### config.mk
export PLATFORM = sky130hd
export DESIGN_NAME = lru_frame_replacer_flat
export DESIGN_NICKNAME = d
export VERILOG_FILES = /design/src/design/lrufr_pkg.sv /design/src/design/lrufr_if.sv /design/src/design/lrufr_cell.sv /design/src/design/lru_frame_replacer.sv /design/src/flat_wrapper.sv
export SDC_FILE = /design/constraint.sdc
export NUM_CORES = 1
export LEC_CHECK = 0
export BUFFER_PORTS_ARGS = -buffer_cell sky130_fd_sc_hd__buf_4
export CAP_MARGIN = 20
export CELL_PAD_IN_SITES_DETAIL_PLACEMENT = 0
export CELL_PAD_IN_SITES_GLOBAL_PLACEMENT = 1
export CORE_AREA = 5 5 123 125
export CTS_CLUSTER_DIAMETER = 60
export DETAILED_ROUTE_END_ITERATION = 10
export DIE_AREA = 0 0 128 130
export GPL_TIMING_DRIVEN = 0
export PLACE_DENSITY = 0.78
export SYNTH_ARGS = -nofsm -noshare
export SYNTH_HDL_FRONTEND = slang
export SYNTH_SLANG_ARGS = --single-unit
### constraint.sdc
create_clock -name i_clk -period 2.75 [get_ports i_clk]
set_input_delay 0.275 -clock i_clk [delete_from_list [all_inputs] [get_ports i_clk]]
set_output_delay 0.275 -clock i_clk [all_outputs]
set_load 0.005 [all_outputs]
### src/design/lrufr_pkg.sv
// Package for the LRU frame replacer: sizes, request codes and the
// per-cell control struct. No dependencies.
package lrufr_pkg;

    localparam int MAX_FRAMES = 16;
    localparam int FRAME_W    = 4;
    localparam int CNT_W      = $clog2(MAX_FRAMES + 1);
    localparam int REQ_W      = 2;

    localparam logic [REQ_W-1:0] REQ_VICTIM = 2'd0;
    localparam logic [REQ_W-1:0] REQ_PIN    = 2'd1;
    localparam logic [REQ_W-1:0] REQ_UNPIN  = 2'd2;

    // What each cell does on an accepted item
    typedef enum logic [2:0] {
        CELL_HOLD,    // no change
        CELL_VICTIM,  // every cell takes its right neighbor (drop oldest)
        CELL_PIN,     // cells at or right of the matching cell shift left
        CELL_APPEND,  // first empty cell takes the new frame
        CELL_ROLL     // drop oldest, new frame lands in the last used cell
    } t_cell_op;

    typedef struct packed {
        t_cell_op           op;
        logic [FRAME_W-1:0] ins_frame;
    } t_cell_ctl;

endpackage

### src/design/lrufr_if.sv
// Handshake interfaces for request and response items.
// Depends on lrufr_pkg.
interface lrufr_req_if;
    logic                           valid;
    logic                           ready;
    logic [lrufr_pkg::REQ_W-1:0]    req_type;
    logic [lrufr_pkg::FRAME_W-1:0]  frame;

    modport source (output valid, output req_type, output frame, input ready);
    modport sink   (input valid, input req_type, input frame, output ready);
endinterface

interface lrufr_rsp_if;
    logic                           valid;
    logic                           ready;
    logic                           found;
    logic [lrufr_pkg::FRAME_W-1:0]  victim_frame;
    logic [lrufr_pkg::CNT_W-1:0]    entry_count;

    modport source (output valid, output found, output victim_frame,
                    output entry_count, input ready);
    modport sink   (input valid, input found, input victim_frame,
                    input entry_count, output ready);
endinterface

### src/design/lrufr_cell.sv
// One slot of the recency list: a frame id and an occupied bit.
// Shifts left from its right neighbor or loads a new frame. Depends on lrufr_pkg.
module lrufr_cell (
    input  logic                            i_clk,
    input  logic                            i_rst_n,
    input  lrufr_pkg::t_cell_ctl            i_ctl,
    input  logic [lrufr_pkg::FRAME_W-1:0]   i_key,
    input  logic [lrufr_pkg::FRAME_W-1:0]   i_nbr_frame,
    input  logic                            i_nbr_valid,
    input  logic                            i_prev_valid,
    input  logic                            i_prev_hit,
    output logic [lrufr_pkg::FRAME_W-1:0]   o_frame,
    output logic                            o_valid,
    output logic                            o_hit
);

    logic [lrufr_pkg::FRAME_W-1:0] r_frame, n_frame;
    logic                          r_valid, n_valid;
    logic                          w_shift;
    logic                          w_insert;

    // hit propagates rightward: set in the matching cell and all after it
    assign o_hit   = i_prev_hit | (r_valid && (r_frame == i_key));
    assign o_frame = r_frame;
    assign o_valid = r_valid;

    always_comb begin
        w_shift  = 1'b0;
        w_insert = 1'b0;
        unique case (i_ctl.op)
            lrufr_pkg::CELL_VICTIM: w_shift = 1'b1;
            lrufr_pkg::CELL_PIN:    w_shift = o_hit;
            lrufr_pkg::CELL_APPEND: w_insert = !r_valid && i_prev_valid;
            lrufr_pkg::CELL_ROLL: begin
                w_shift  = 1'b1;
                w_insert = r_valid && !i_nbr_valid;
            end
            default: ;
        endcase
    end

    always_comb begin
        n_frame = r_frame;
        n_valid = r_valid;
        if (w_insert) begin
            n_frame = i_ctl.ins_frame;
            n_valid = 1'b1;
        end else if (w_shift) begin
            n_frame = i_nbr_frame;
            n_valid = i_nbr_valid;
        end
    end

    always_ff @(posedge i_clk) begin
        r_frame <= n_frame;
        if (!i_rst_n) begin
            r_valid <= 1'b0;
        end else begin
            r_valid <= n_valid;
        end
    end

endmodule

### src/design/lru_frame_replacer.sv
// Top level of the LRU frame replacer: request decode, entry count,
// row of lrufr_cell slots and the response register. Depends on lrufr_pkg, lrufr_if.
//
// Usage:
//   i_req carries one request item: req_type (0 victim, 1 pin, 2 unpin) and
//   frame. o_rsp returns exactly one item per request: found, victim_frame
//   and entry_count after the step.
//   i_cfg_we / i_cfg_wdata write the capacity register (reset 16); write it
//   only while no request is in flight. Capacity 0 acts as 1, above 16 as 16.
//   Latency: the response is valid the cycle after the request is accepted.
//   Throughput: one request per cycle unless a held response stalls it.
//   Matching, removal and insertion happen in the same cycle across the row
//   of 16 slots, each slot shifting from its right neighbor; the ripple of
//   the match flag along the row sets the critical path.
//   A stalled response holds in its register; a new request is still taken
//   in the cycle the held response is consumed.
//   Reset (synchronous, active low) empties the list and drops any response.
module lru_frame_replacer (
    input  logic                            i_clk,
    input  logic                            i_rst_n,
    input  logic                            i_cfg_we,
    input  logic [lrufr_pkg::CNT_W-1:0]     i_cfg_wdata,
    lrufr_req_if.sink                       i_req,
    lrufr_rsp_if.source                     o_rsp
);

    localparam int N = lrufr_pkg::MAX_FRAMES;

    logic [lrufr_pkg::CNT_W-1:0]   r_cap;
    logic [lrufr_pkg::CNT_W-1:0]   r_count, n_count;
    logic                          r_out_valid;
    logic                          r_found, n_found;
    logic [lrufr_pkg::FRAME_W-1:0] r_victim, n_victim;
    logic [lrufr_pkg::CNT_W-1:0]   r_out_count;

    logic                          w_accept;
    logic [lrufr_pkg::CNT_W-1:0]   w_eff_cap;
    logic                          w_full;
    logic                          w_any_hit;
    lrufr_pkg::t_cell_ctl          w_ctl;

    logic [lrufr_pkg::FRAME_W-1:0] w_frame [N];
    logic                          w_valid [N];
    logic                          w_hit   [N];

    assign i_req.ready = !r_out_valid || o_rsp.ready;
    assign w_accept    = i_req.valid && i_req.ready;

    always_comb begin
        if (r_cap == '0) begin
            w_eff_cap = lrufr_pkg::CNT_W'(1);
        end else if (r_cap > lrufr_pkg::CNT_W'(N)) begin
            w_eff_cap = lrufr_pkg::CNT_W'(N);
        end else begin
            w_eff_cap = r_cap;
        end
    end

    assign w_full    = (r_count >= w_eff_cap);
    assign w_any_hit = w_hit[N-1];

    // Request decode: cell operation, next count and response fields
    always_comb begin
        w_ctl.op        = lrufr_pkg::CELL_HOLD;
        w_ctl.ins_frame = i_req.frame;
        n_count         = r_count;
        n_found         = 1'b0;
        n_victim        = '0;
        if (w_accept) begin
            unique case (i_req.req_type)
                lrufr_pkg::REQ_VICTIM: begin
                    if (r_count != '0) begin
                        w_ctl.op = lrufr_pkg::CELL_VICTIM;
                        n_count  = r_count - lrufr_pkg::CNT_W'(1);
                        n_found  = 1'b1;
                        n_victim = w_frame[0];
                    end
                end
                lrufr_pkg::REQ_PIN: begin
                    if (w_any_hit) begin
                        w_ctl.op = lrufr_pkg::CELL_PIN;
                        n_count  = r_count - lrufr_pkg::CNT_W'(1);
                    end
                end
                lrufr_pkg::REQ_UNPIN: begin
                    if (!w_any_hit) begin
                        if (w_full) begin
                            w_ctl.op = lrufr_pkg::CELL_ROLL;
                        end else begin
                            w_ctl.op = lrufr_pkg::CELL_APPEND;
                            n_count  = r_count + lrufr_pkg::CNT_W'(1);
                        end
                    end
                end
                default: ;
            endcase
        end
    end

    genvar g;
    generate
        for (g = 0; g < N; g++) begin : g_cell
            logic [lrufr_pkg::FRAME_W-1:0] w_nbr_frame;
            logic                          w_nbr_valid;
            logic                          w_prev_valid;
            logic                          w_prev_hit;

            if (g == N - 1) begin : g_last
                assign w_nbr_frame = '0;
                assign w_nbr_valid = 1'b0;
            end else begin : g_mid
                assign w_nbr_frame = w_frame[g+1];
                assign w_nbr_valid = w_valid[g+1];
            end

            if (g == 0) begin : g_first
                assign w_prev_valid = 1'b1;
                assign w_prev_hit   = 1'b0;
            end else begin : g_rest
                assign w_prev_valid = w_valid[g-1];
                assign w_prev_hit   = w_hit[g-1];
            end

            lrufr_cell u_cell (
                .i_clk        (i_clk),
                .i_rst_n      (i_rst_n),
                .i_ctl        (w_ctl),
                .i_key        (i_req.frame),
                .i_nbr_frame  (w_nbr_frame),
                .i_nbr_valid  (w_nbr_valid),
                .i_prev_valid (w_prev_valid),
                .i_prev_hit   (w_prev_hit),
                .o_frame      (w_frame[g]),
                .o_valid      (w_valid[g]),
                .o_hit        (w_hit[g])
            );
        end
    endgenerate

    always_ff @(posedge i_clk) begin
        if (!i_rst_n) begin
            r_cap       <= lrufr_pkg::CNT_W'(N);
            r_count     <= '0;
            r_out_valid <= 1'b0;
        end else begin
            if (i_cfg_we) begin
                r_cap <= i_cfg_wdata;
            end
            r_count <= n_count;
            if (w_accept) begin
                r_out_valid <= 1'b1;
            end else if (o_rsp.ready) begin
                r_out_valid <= 1'b0;
            end
        end
    end

    always_ff @(posedge i_clk) begin
        if (w_accept) begin
            r_found     <= n_found;
            r_victim    <= n_victim;
            r_out_count <= n_count;
        end
    end

    assign o_rsp.valid        = r_out_valid;
    assign o_rsp.found        = r_found;
    assign o_rsp.victim_frame = r_victim;
    assign o_rsp.entry_count  = r_out_count;

endmodule
### src/flat_wrapper.sv
// flat-port wrapper written by rule: the top's interface ports become plain ports
module lru_frame_replacer_flat 
  (i_clk, i_rst_n, i_cfg_we, i_cfg_wdata, i_req_valid, i_req_req_type, i_req_frame, i_req_ready, o_rsp_valid, o_rsp_found, o_rsp_victim_frame, o_rsp_entry_count, o_rsp_ready);
  lrufr_req_if i_req_i ();
  lrufr_rsp_if o_rsp_i ();
  input  logic i_clk;
  input  logic i_rst_n;
  input  logic i_cfg_we;
  input  logic [lrufr_pkg::CNT_W-1:0] i_cfg_wdata;
  input wire logic [$bits(i_req_i.valid)-1:0] i_req_valid;
  input wire logic [$bits(i_req_i.req_type)-1:0] i_req_req_type;
  input wire logic [$bits(i_req_i.frame)-1:0] i_req_frame;
  output wire logic [$bits(i_req_i.ready)-1:0] i_req_ready;
  output wire logic [$bits(o_rsp_i.valid)-1:0] o_rsp_valid;
  output wire logic [$bits(o_rsp_i.found)-1:0] o_rsp_found;
  output wire logic [$bits(o_rsp_i.victim_frame)-1:0] o_rsp_victim_frame;
  output wire logic [$bits(o_rsp_i.entry_count)-1:0] o_rsp_entry_count;
  input wire logic [$bits(o_rsp_i.ready)-1:0] o_rsp_ready;
  assign i_req_i.valid = i_req_valid;
  assign i_req_i.req_type = i_req_req_type;
  assign i_req_i.frame = i_req_frame;
  assign i_req_ready = i_req_i.ready;
  assign o_rsp_valid = o_rsp_i.valid;
  assign o_rsp_found = o_rsp_i.found;
  assign o_rsp_victim_frame = o_rsp_i.victim_frame;
  assign o_rsp_entry_count = o_rsp_i.entry_count;
  assign o_rsp_i.ready = o_rsp_ready;
  lru_frame_replacer u_core (.i_clk(i_clk), .i_rst_n(i_rst_n), .i_cfg_we(i_cfg_we), .i_cfg_wdata(i_cfg_wdata), .i_req(i_req_i), .o_rsp(o_rsp_i));
endmodule
==> impl_results.md, run 1 <==
* Maximum clock rate at about 360 MHz
* WHS Path Cells at 3
* DP HPWL at 10900 µm
* Final hold violations at 0
* CTS Hold Buffers Added at 0
* Reg2reg end: u_core.g_cell[10].u_cell.o_frame[2]
* Height of the die at roughly 130 µm
* WHS Endpoint: u_core.r_cap[4]
* H-Tree Depth at 3
* Hold Path Origin: i_cfg_wdata[4]
* CP arrival at ~2.8 ns
* WL/cell at 19.5 µm
* Clock buffer depth at 2
* RD Place Congestion at 0.883
* Post-synth ARST share at 0%
* Synthesized-area fraction occupied by adder cells at 1.43%
* First-pass GRT wire length at 25600 µm
* Root buffer cell: clkbuf_16
* CTS tree: built
* Relative slew slack at between 30% and 40%
* Ports at 28
* Skew-Pair Late Insertion Delay at 0.36 ns
* Failing checks: setup timing
* Hold WS at ~0.14 ns
* Mux cell area share after synthesis at 14.6%
* Synth Area in Simple Gates at between 10% and 20%
* Sink Count at 101
* Post-synthesis sequential area ratio at 45.1%
* CTS Buf Count at 9
* Synth Area in XOR/XNOR at 9.27%
* Synth warn at 0
* Rows at 43
* FILL cells at around 1.2k
* Dominant synthesized flop cell: edfxtp_1
* Drt total wl at 16200 µm
* Register area at around 0.0028 mm²
* First-pass DRT Iterations at 5
* Layout area overhead at 27.5%
* Pleak at 3.06 nW
* Maximum vdd drop at 362 µV
* Vias at between 4k and 5k
* Initial antenna violation count at 0
* ANT cells at 0
* Layout cells sized above 1 at about two fifths
* Syn Area/Cell at 10.7 µm²
* Post-Syn Instances at 573
* Crit-path max FO at 5
* Die Footprint at 0.0166 mm²
* Overall Global Routing Usage at 19.8%
* FF-to-FF path depth at 8
* Power Density at a little under 500 mW/mm²
* Setup ws final at -0.0152 ns
* Number of global-route vias before repair at 4790
* Critical path type: reg2reg
* Die width at 128 µm
* Largest net degree at the start of global routing at 17
* Yosys reg bits at 101
* Vias/cell at 5.71
* Grt total ovfl at 0
* Pin slew with the least headroom to its limit at ~0.9 ns
* Final #Nets at 670
* Post-route minimum period at approximately 2.8 ns
* CP Launch Type: flop
* Largest family of logic cells by synthesized area: simple AND/OR/NAND/NOR gates
* Area of the multi-input gates at 0.00366 mm²
* Status: finished with violations
* Syn nets at 596
* Port-buffer cells at 21
* DR iter-0 viols at between 300 and 400
* Core ar. at 0.0138 mm²
* Initial Util at 44.5%
* Setup violators final at 24
* TNS Setup at -0.257 ns
* R2r setup slk at -0.02 ns
* Max-slew violation count at 0
* Worst Skew at between 0.01 and 0.015 ns
* Final worst path period share at 101%
* Post-synth EDFFs at 74
* Max Cap Viol at 0
* DRT antenna net count at 0
* Tightest Hold Check Type: in2reg
* Unrepaired setup endpoints after global routing: true
* Drt drc at 0
* Synth Area in Compound Gates at under 10%
* Yosys cell types at 57
* Cell Area, Synth at slightly above 0.006 mm²
* Req. time, crit path at 2.82 ns
* Critical Path End Type: flop
* Clock-pin slew on the worst setup and hold paths at 0.07 ns
* FF-to-FF Start: u_core.g_cell[12].u_cell.o_frame[0]
[state kept, by name (all words and copies together) (netlist names)]
signal / count
u_core.r_count: 5
u_core.o_rsp.found: 1
u_core.o_rsp.valid: 1
u_core.o_rsp.victim_frame: 4
u_core.g_cell.u_cell.o_frame: 64
u_core.o_rsp.entry_count: 5
u_core.g_cell.u_cell.o_valid: 16
u_core.r_cap: 5
[area by class of cell]
class                      count  area share [%]
multi-input combinational    428            46.9
sequential                   101            35.5
timing repair buffer          65            7.31
clock buffer                  10            2.93
tap                          180            2.89
buffer                        29            2.85
clock inverter                 6           0.994
inverter                      13           0.673
[cell families after synthesis]
family | Yosys count
AO/OA/AOI/OAI | 92
flip-flops | 101
AND/OR/NAND/NOR | 183
buffers and inverters | 44
adder cells (fa/ha/maj) | 7
multiplexers | 82
XOR/XNOR | 64
[power breakdown]
| part | switching (mW) | internal [mW] | leakage, nW | total, mW |
|---|---|---|---|---|
| sequential | 0.0364 | 1.70 | 0.905 | 1.73 |
| combinational | 0.369 | 0.300 | 2.01 | 0.669 |
| clock | 0.556 | 0.788 | 0.151 | 1.34 |
| total | 0.962 | 2.79 | 3.06 | 3.75 |
[Yosys cell counts, types with 2 or more instances]
| cell | number | area share (%) |
|---|---|---|
| ha_1 | 7 | 1.4 |
| a211o_1 | 2 | 0.29 |
| nand2_1 | 48 | 2.9 |
| mux2_2 | 61 | 11 |
| o21ai_1 | 8 | 0.65 |
| nor2b_1 | 2 | 0.20 |
| buf_6 | 4 | 0.74 |
| and3_1 | 4 | 0.41 |
| dfxtp_1 | 27 | 8.8 |
| mux2i_1 | 21 | 3.4 |
| xnor2_1 | 16 | 2.3 |
| xor2_1 | 47 | 6.7 |
| o211ai_1 | 2 | 0.25 |
| nand2b_1 | 11 | 1.1 |
| buf_4 | 5 | 0.61 |
| or4_1 | 2 | 0.25 |
| o31ai_1 | 2 | 0.25 |
| a21o_1 | 4 | 0.49 |
| a21oi_1 | 29 | 2.4 |
| o21a_1 | 2 | 0.25 |
| nor4_1 | 10 | 1.0 |
| nand3_2 | 3 | 0.49 |
| inv_1 | 12 | 0.74 |
| buf_2 | 5 | 0.41 |
| nor3b_1 | 6 | 0.74 |
| a22oi_1 | 4 | 0.49 |
| clkbuf_1 | 15 | 0.92 |
| a31o_2 | 3 | 0.43 |
| edfxtp_1 | 74 | 36 |
| nor2_1 | 26 | 1.6 |
| nand3b_1 | 7 | 0.86 |
| nand3_1 | 19 | 1.6 |
| and2_1 | 12 | 1.2 |
| a31oi_1 | 11 | 1.1 |
| nand2_2 | 8 | 0.82 |
| nor3_1 | 19 | 1.6 |
| o21ai_0 | 13 | 1.1 |
| o31a_1 | 2 | 0.29 |
| o221ai_1 | 2 | 0.29 |
[routing by layer]
| layer | part of all wire, % | track usage (%) | wire [µm] | vias up |
|---|---|---|---|---|
| li1 | - | - | - | 2246 |
| met1 | 42 | 25.1 | 6830 | 2305 |
| met2 | 48 | 33.4 | 7840 | 161 |
| met3 | 6.8 | 3.93 | 1110 | 35 |
| met4 | 2.9 | 7.68 | 468 | 0 |
| met5 | 0 | 0 | 0 | - |
[worst max-delay path by stage]
stage | startpoint | end | slack [ns] | cells after the start
floorplan | i_req_frame[3] | u_core.g_cell[11].u_cell.o_frame[0] | -0.003 | 12
global placement | i_req_frame[2] | u_core.g_cell[11].u_cell.o_frame[0] | -0.72 | 12
detailed placement | i_req_frame[2] | u_core.g_cell[11].u_cell.o_frame[1] | -0.75 | 12
CTS | u_core.g_cell[12].u_cell.o_frame[0] | u_core.g_cell[0].u_cell.o_frame[3] | -0.15 | 9
global route | u_core.r_cap[3] | u_core.g_cell[6].u_cell.o_frame[1] | -0.14 | 13
finish | u_core.g_cell[12].u_cell.o_frame[0] | u_core.g_cell[10].u_cell.o_frame[2] | -0.02 | 8
[through the flow]
step                util, %  instances  worst slack, ns  area [µm²]  total power [mW]
floorplan                 -        573         -0.00340        6150              2.10
global placement       47.4        774           -0.723        6530              2.25
detailed placement     47.4        774           -0.749        6530              2.26
CTS                    53.2        818           -0.146        7330              3.68
global route           56.7        832           -0.138        7810              3.89
finish                 56.7        832          -0.0152        7810              3.75
[worst max-delay path, stage by stage, from the launching register on]
cell and delay, ns:
edfxtp_1 0.43, xor2_1 0.20, nor4_2 0.08, a31o_2 0.25, or4_4 0.60, o41ai_4 0.39
buf_6 0.21, a22oi_2 0.11, nand2_2 0.19
[what timing repair did]
action                                  CTS  global route
endpoints found under the setup margin  154           152
cloned                                    2             1
resized for setup                        73            79
buffers inserted                         26            15
pin swaps                                32            47
[cells in the final DEF, fill, tap and decap left out, types with 18 or more instances in the layout]
cell type   n
nand2_1    28
xor2_1     47
dfxtp_1    23
edfxtp_1   74
nand3_1    19
a21oi_1    24
mux2_2     44
mux2i_1    18
buf_4      58
nor2_1     23
Power figures use the tool's default switching activity.
==> run 2, diff against run 1 <==
--- a/config.mk
+++ b/config.mk
@@ -5,14 +5,16 @@
 export SDC_FILE = /design/constraint.sdc
 export NUM_CORES = 1
 export LEC_CHECK = 0
+export ABC_AREA = 1
 export BUFFER_PORTS_ARGS = -buffer_cell sky130_fd_sc_hd__buf_4
 export CAP_MARGIN = 20
 export CELL_PAD_IN_SITES_DETAIL_PLACEMENT = 0
 export CELL_PAD_IN_SITES_GLOBAL_PLACEMENT = 1
-export CORE_AREA = 5 5 123 125
+export CORE_AREA = 5 5 131 133
 export CTS_CLUSTER_DIAMETER = 60
 export DETAILED_ROUTE_END_ITERATION = 10
-export DIE_AREA = 0 0 128 130
+export DIE_AREA = 0 0 136 138
+export GPL_ROUTABILITY_DRIVEN = 0
 export GPL_TIMING_DRIVEN = 0
 export PLACE_DENSITY = 0.78
 export SYNTH_ARGS = -nofsm -noshare
==> impl_results.md, run 2 <==
* Top cells by count, synth: nand2_1 (174), inv_1 (110), nor2_1 (108), o21ai_0 (77), edfxtp_1 (74)
* Hold WS at 0.145 ns
* WL/cell at 16.8 µm
* Status: finished with violations
* Initial antenna violation count at 0
* Setup ws final at -0.416 ns
* WHS Path Cells at 3
* Synth warn at 0
* Yosys reg bits at slightly above 100
* Max Cap Viol at 0
* Reg2reg end: u_core.g_cell[15].u_cell.o_frame[3]
* Skew-Pair Late Insertion Delay at 0.36 ns
* First-pass GRT wire length at 30700 µm
* Area of the multi-input gates at 0.00394 mm²
* Rows at 46
* Grt total ovfl at 0
* Vias/cell at 5.12
* Final #Nets at 981
* Relative slew slack at 25.9%
* Top-area cell type share of the netlist area at about a third
* Post-synthesis sequential area ratio at 41.5%
* Clock-pin slew on the worst setup and hold paths at ~0.07 ns
* Req. time, crit path at between 2 and 3 ns
* CP arrival at about 3.3 ns
* Largest area contributor in the netlist: edfxtp_1
* Root buffer cell: clkbuf_16
* Height of the die at about 140 µm
* Final hold violations at 0
* Layout cells sized above 1 at 34.6%
* Number of global-route vias before repair at 5778
* R2r setup slk at -0.42 ns
* Pleak at 4.03 nW
* TNS Setup at -53.08 ns
* Commonest non-fill, non-tap cell in the layout: nand2_1
* Drt total wl at 19800 µm
* FF-to-FF Start: u_core.g_cell[1].u_cell.o_frame[0]
* Die width at 136 µm
* Pin slew with the least headroom to its limit at approximately 1.1 ns
* Sink Count at 101
* Core ar. at 0.0157 mm²
* Max-slew violation count at 0
* Post-synth ARST share at 0%
* DRT antenna net count at 0
* Setup violators final at around 150
* Die Footprint at 0.0188 mm²
* DR iter-0 viols at about 500
* Port-buffer cells at 24
* Unrepaired setup endpoints after global routing: true
* Post-route minimum period at 3.17 ns
* Overall Global Routing Usage at 21.0%
* Crit-path max FO at 5
* Critical Path End Type: flop
* Critical path type: reg2reg
* Cell with the most instances after synthesis: nand2_1
* Max reg flops at 64
* CTS tree: built
* Maximum clock rate at around 320 MHz
* FF-to-FF path depth at 22
* WHS Endpoint: u_core.r_cap[4]
* H-Tree Depth at 3
* CTS Buf Count at 9
* CP Launch Type: flop
* ANT cells at 0
* Commonest non-fill, non-tap cells in the layout: nand2_1 (143), inv_1 (102), buf_4 (86), edfxtp_1 (74), nor2_1 (64)
* Power Density at 426 mW/mm²
* Final worst path period share at 115%
* Critical path launch point: u_core.g_cell[1].u_cell.o_frame[0]
* Vias at 6036
* Drt drc at 0
* Clock buffer depth at 2
* Register area at 0.00276 mm²
* Syn Area/Cell at 8.00 µm²
* Syn nets at 856
* Tightest Hold Check Type: in2reg
* Largest net degree at the start of global routing at 17
* Synth top area cells: edfxtp_1 (33%), nand2_1 (9.8%), dfxtp_1 (8.1%)
* Cell Area, Synth at 0.00666 mm²
* Ports at 28
* Failing checks: setup timing
* FILL cells at between 1k and 1.5k
* Hold Path Origin: i_cfg_wdata[4]
* Worst Skew at 0.00790 ns
* Dominant synthesized flop cell: edfxtp_1
* Initial Util at between 40 and 50%
* Yosys cell types at 45
* Post-synth EDFFs at 74
* Maximum vdd drop at 362 µV
* DP HPWL at between 10000 and 15000 µm
* Layout area overhead at 34.5%
* CTS Hold Buffers Added at 0
* Post-Syn Instances at around 830
* First-pass DRT Iterations at 6
## run 2: how the worst max path moves through the flow
stage,to,slack (ns),depth (start not counted)
finish,u_core.g_cell[15].u_cell.o_frame[3],-0.42,22
global route,u_core.g_cell[4].u_cell.o_frame[2],-0.58,21
CTS,u_core.g_cell[15].u_cell.o_frame[3],-0.46,20
detailed placement,u_core.g_cell[7].u_cell.o_valid,-0.81,16
global placement,u_core.g_cell[7].u_cell.o_valid,-0.82,16
floorplan,u_core.g_cell[15].u_cell.o_frame[0],-0.02,15
## run 2: layout make-up
class | count | share of cell area [%]
Multi-Input combinational cell | 588 | 44.0
Tap cell | 216 | 3.01
Clock buffer | 10 | 2.55
Buffer | 25 | 2.58
Timing Repair Buffer | 108 | 10.9
Inverter | 125 | 5.46
Sequential cell | 101 | 30.8
Clock inverter | 6 | 0.698
## run 2: logic make-up (layout without fill, tap and decap cells)
group,count (synthesis),after routing,share of synthesized area [%]
xor+xnor,23,23,3.02
simple gates,415,421,32.4
compound gates,137,137,11.9
buf+inv,150,274,9.89
flops,101,101,41.5
fa+ha+maj,7,7,1.31
## run 2: worst max-delay path, stage by stage, from the launching register on
cell      delay [ns]
edfxtp_1        0.44
inv_1           0.08
nand2_1         0.06
nand2_2         0.07
nor2_2          0.04
nand3_2         0.10
nand2_2         0.08
nor2_4          0.15
nand4_4         0.10
nor2_4          0.15
nand4_4         0.11
nor2_4          0.14
nand4_4         0.10
nor2_4          0.19
nand2_2         0.11
nand2_2         0.11
nand2_4         0.06
nand3_4         0.15
buf_12          0.21
nor3_4          0.05
a21oi_4         0.21
buf_6           0.14
nor2_2          0.03
## run 2: power breakdown
part	leakage, nW	internal, mW	total (mW)	switching (mW)
Combinational	2.99	0.299	0.723	0.424
Sequential	0.906	1.73	1.78	0.0565
Clock	0.137	0.706	1.31	0.602
## run 2: what timing repair did
action                                  in CTS  in global routing
cloned                                       2                  8
pin swaps                                   33                 63
resized for setup                          105                143
endpoints found under the setup margin     154                156
setup buffers                               76                 17
## run 2: stage by stage
step | util [%] | area (µm²) | power (mW) | cells | worst slack [ns]
6_report | 57.1 | 8960 | 3.82 | 1179 | -0.416
5_1_grt | 57.1 | 8960 | 3.98 | 1179 | -0.581
4_1_cts | 53.3 | 8380 | 3.77 | 1167 | -0.456
3_5_place_dp | 45.5 | 7150 | 2.33 | 1073 | -0.805
3_3_place_gp | 45.5 | 7150 | 2.33 | 1073 | -0.816
2_1_floorplan | - | 6700 | 2.16 | 833 | -0.0174
## run 2: routing by layer
| metal | vias up | track usage [%] | wire (µm) |
|---|---|---|---|
| li1 | 3007 | - | - |
| met1 | 2826 | 28.6 | 8920 |
| met3 | 41 | 3.08 | 945 |
| met2 | 162 | 33.2 | 9420 |
| met5 | - | 0 | 0 |
| met4 | 0 | 8.86 | 563 |
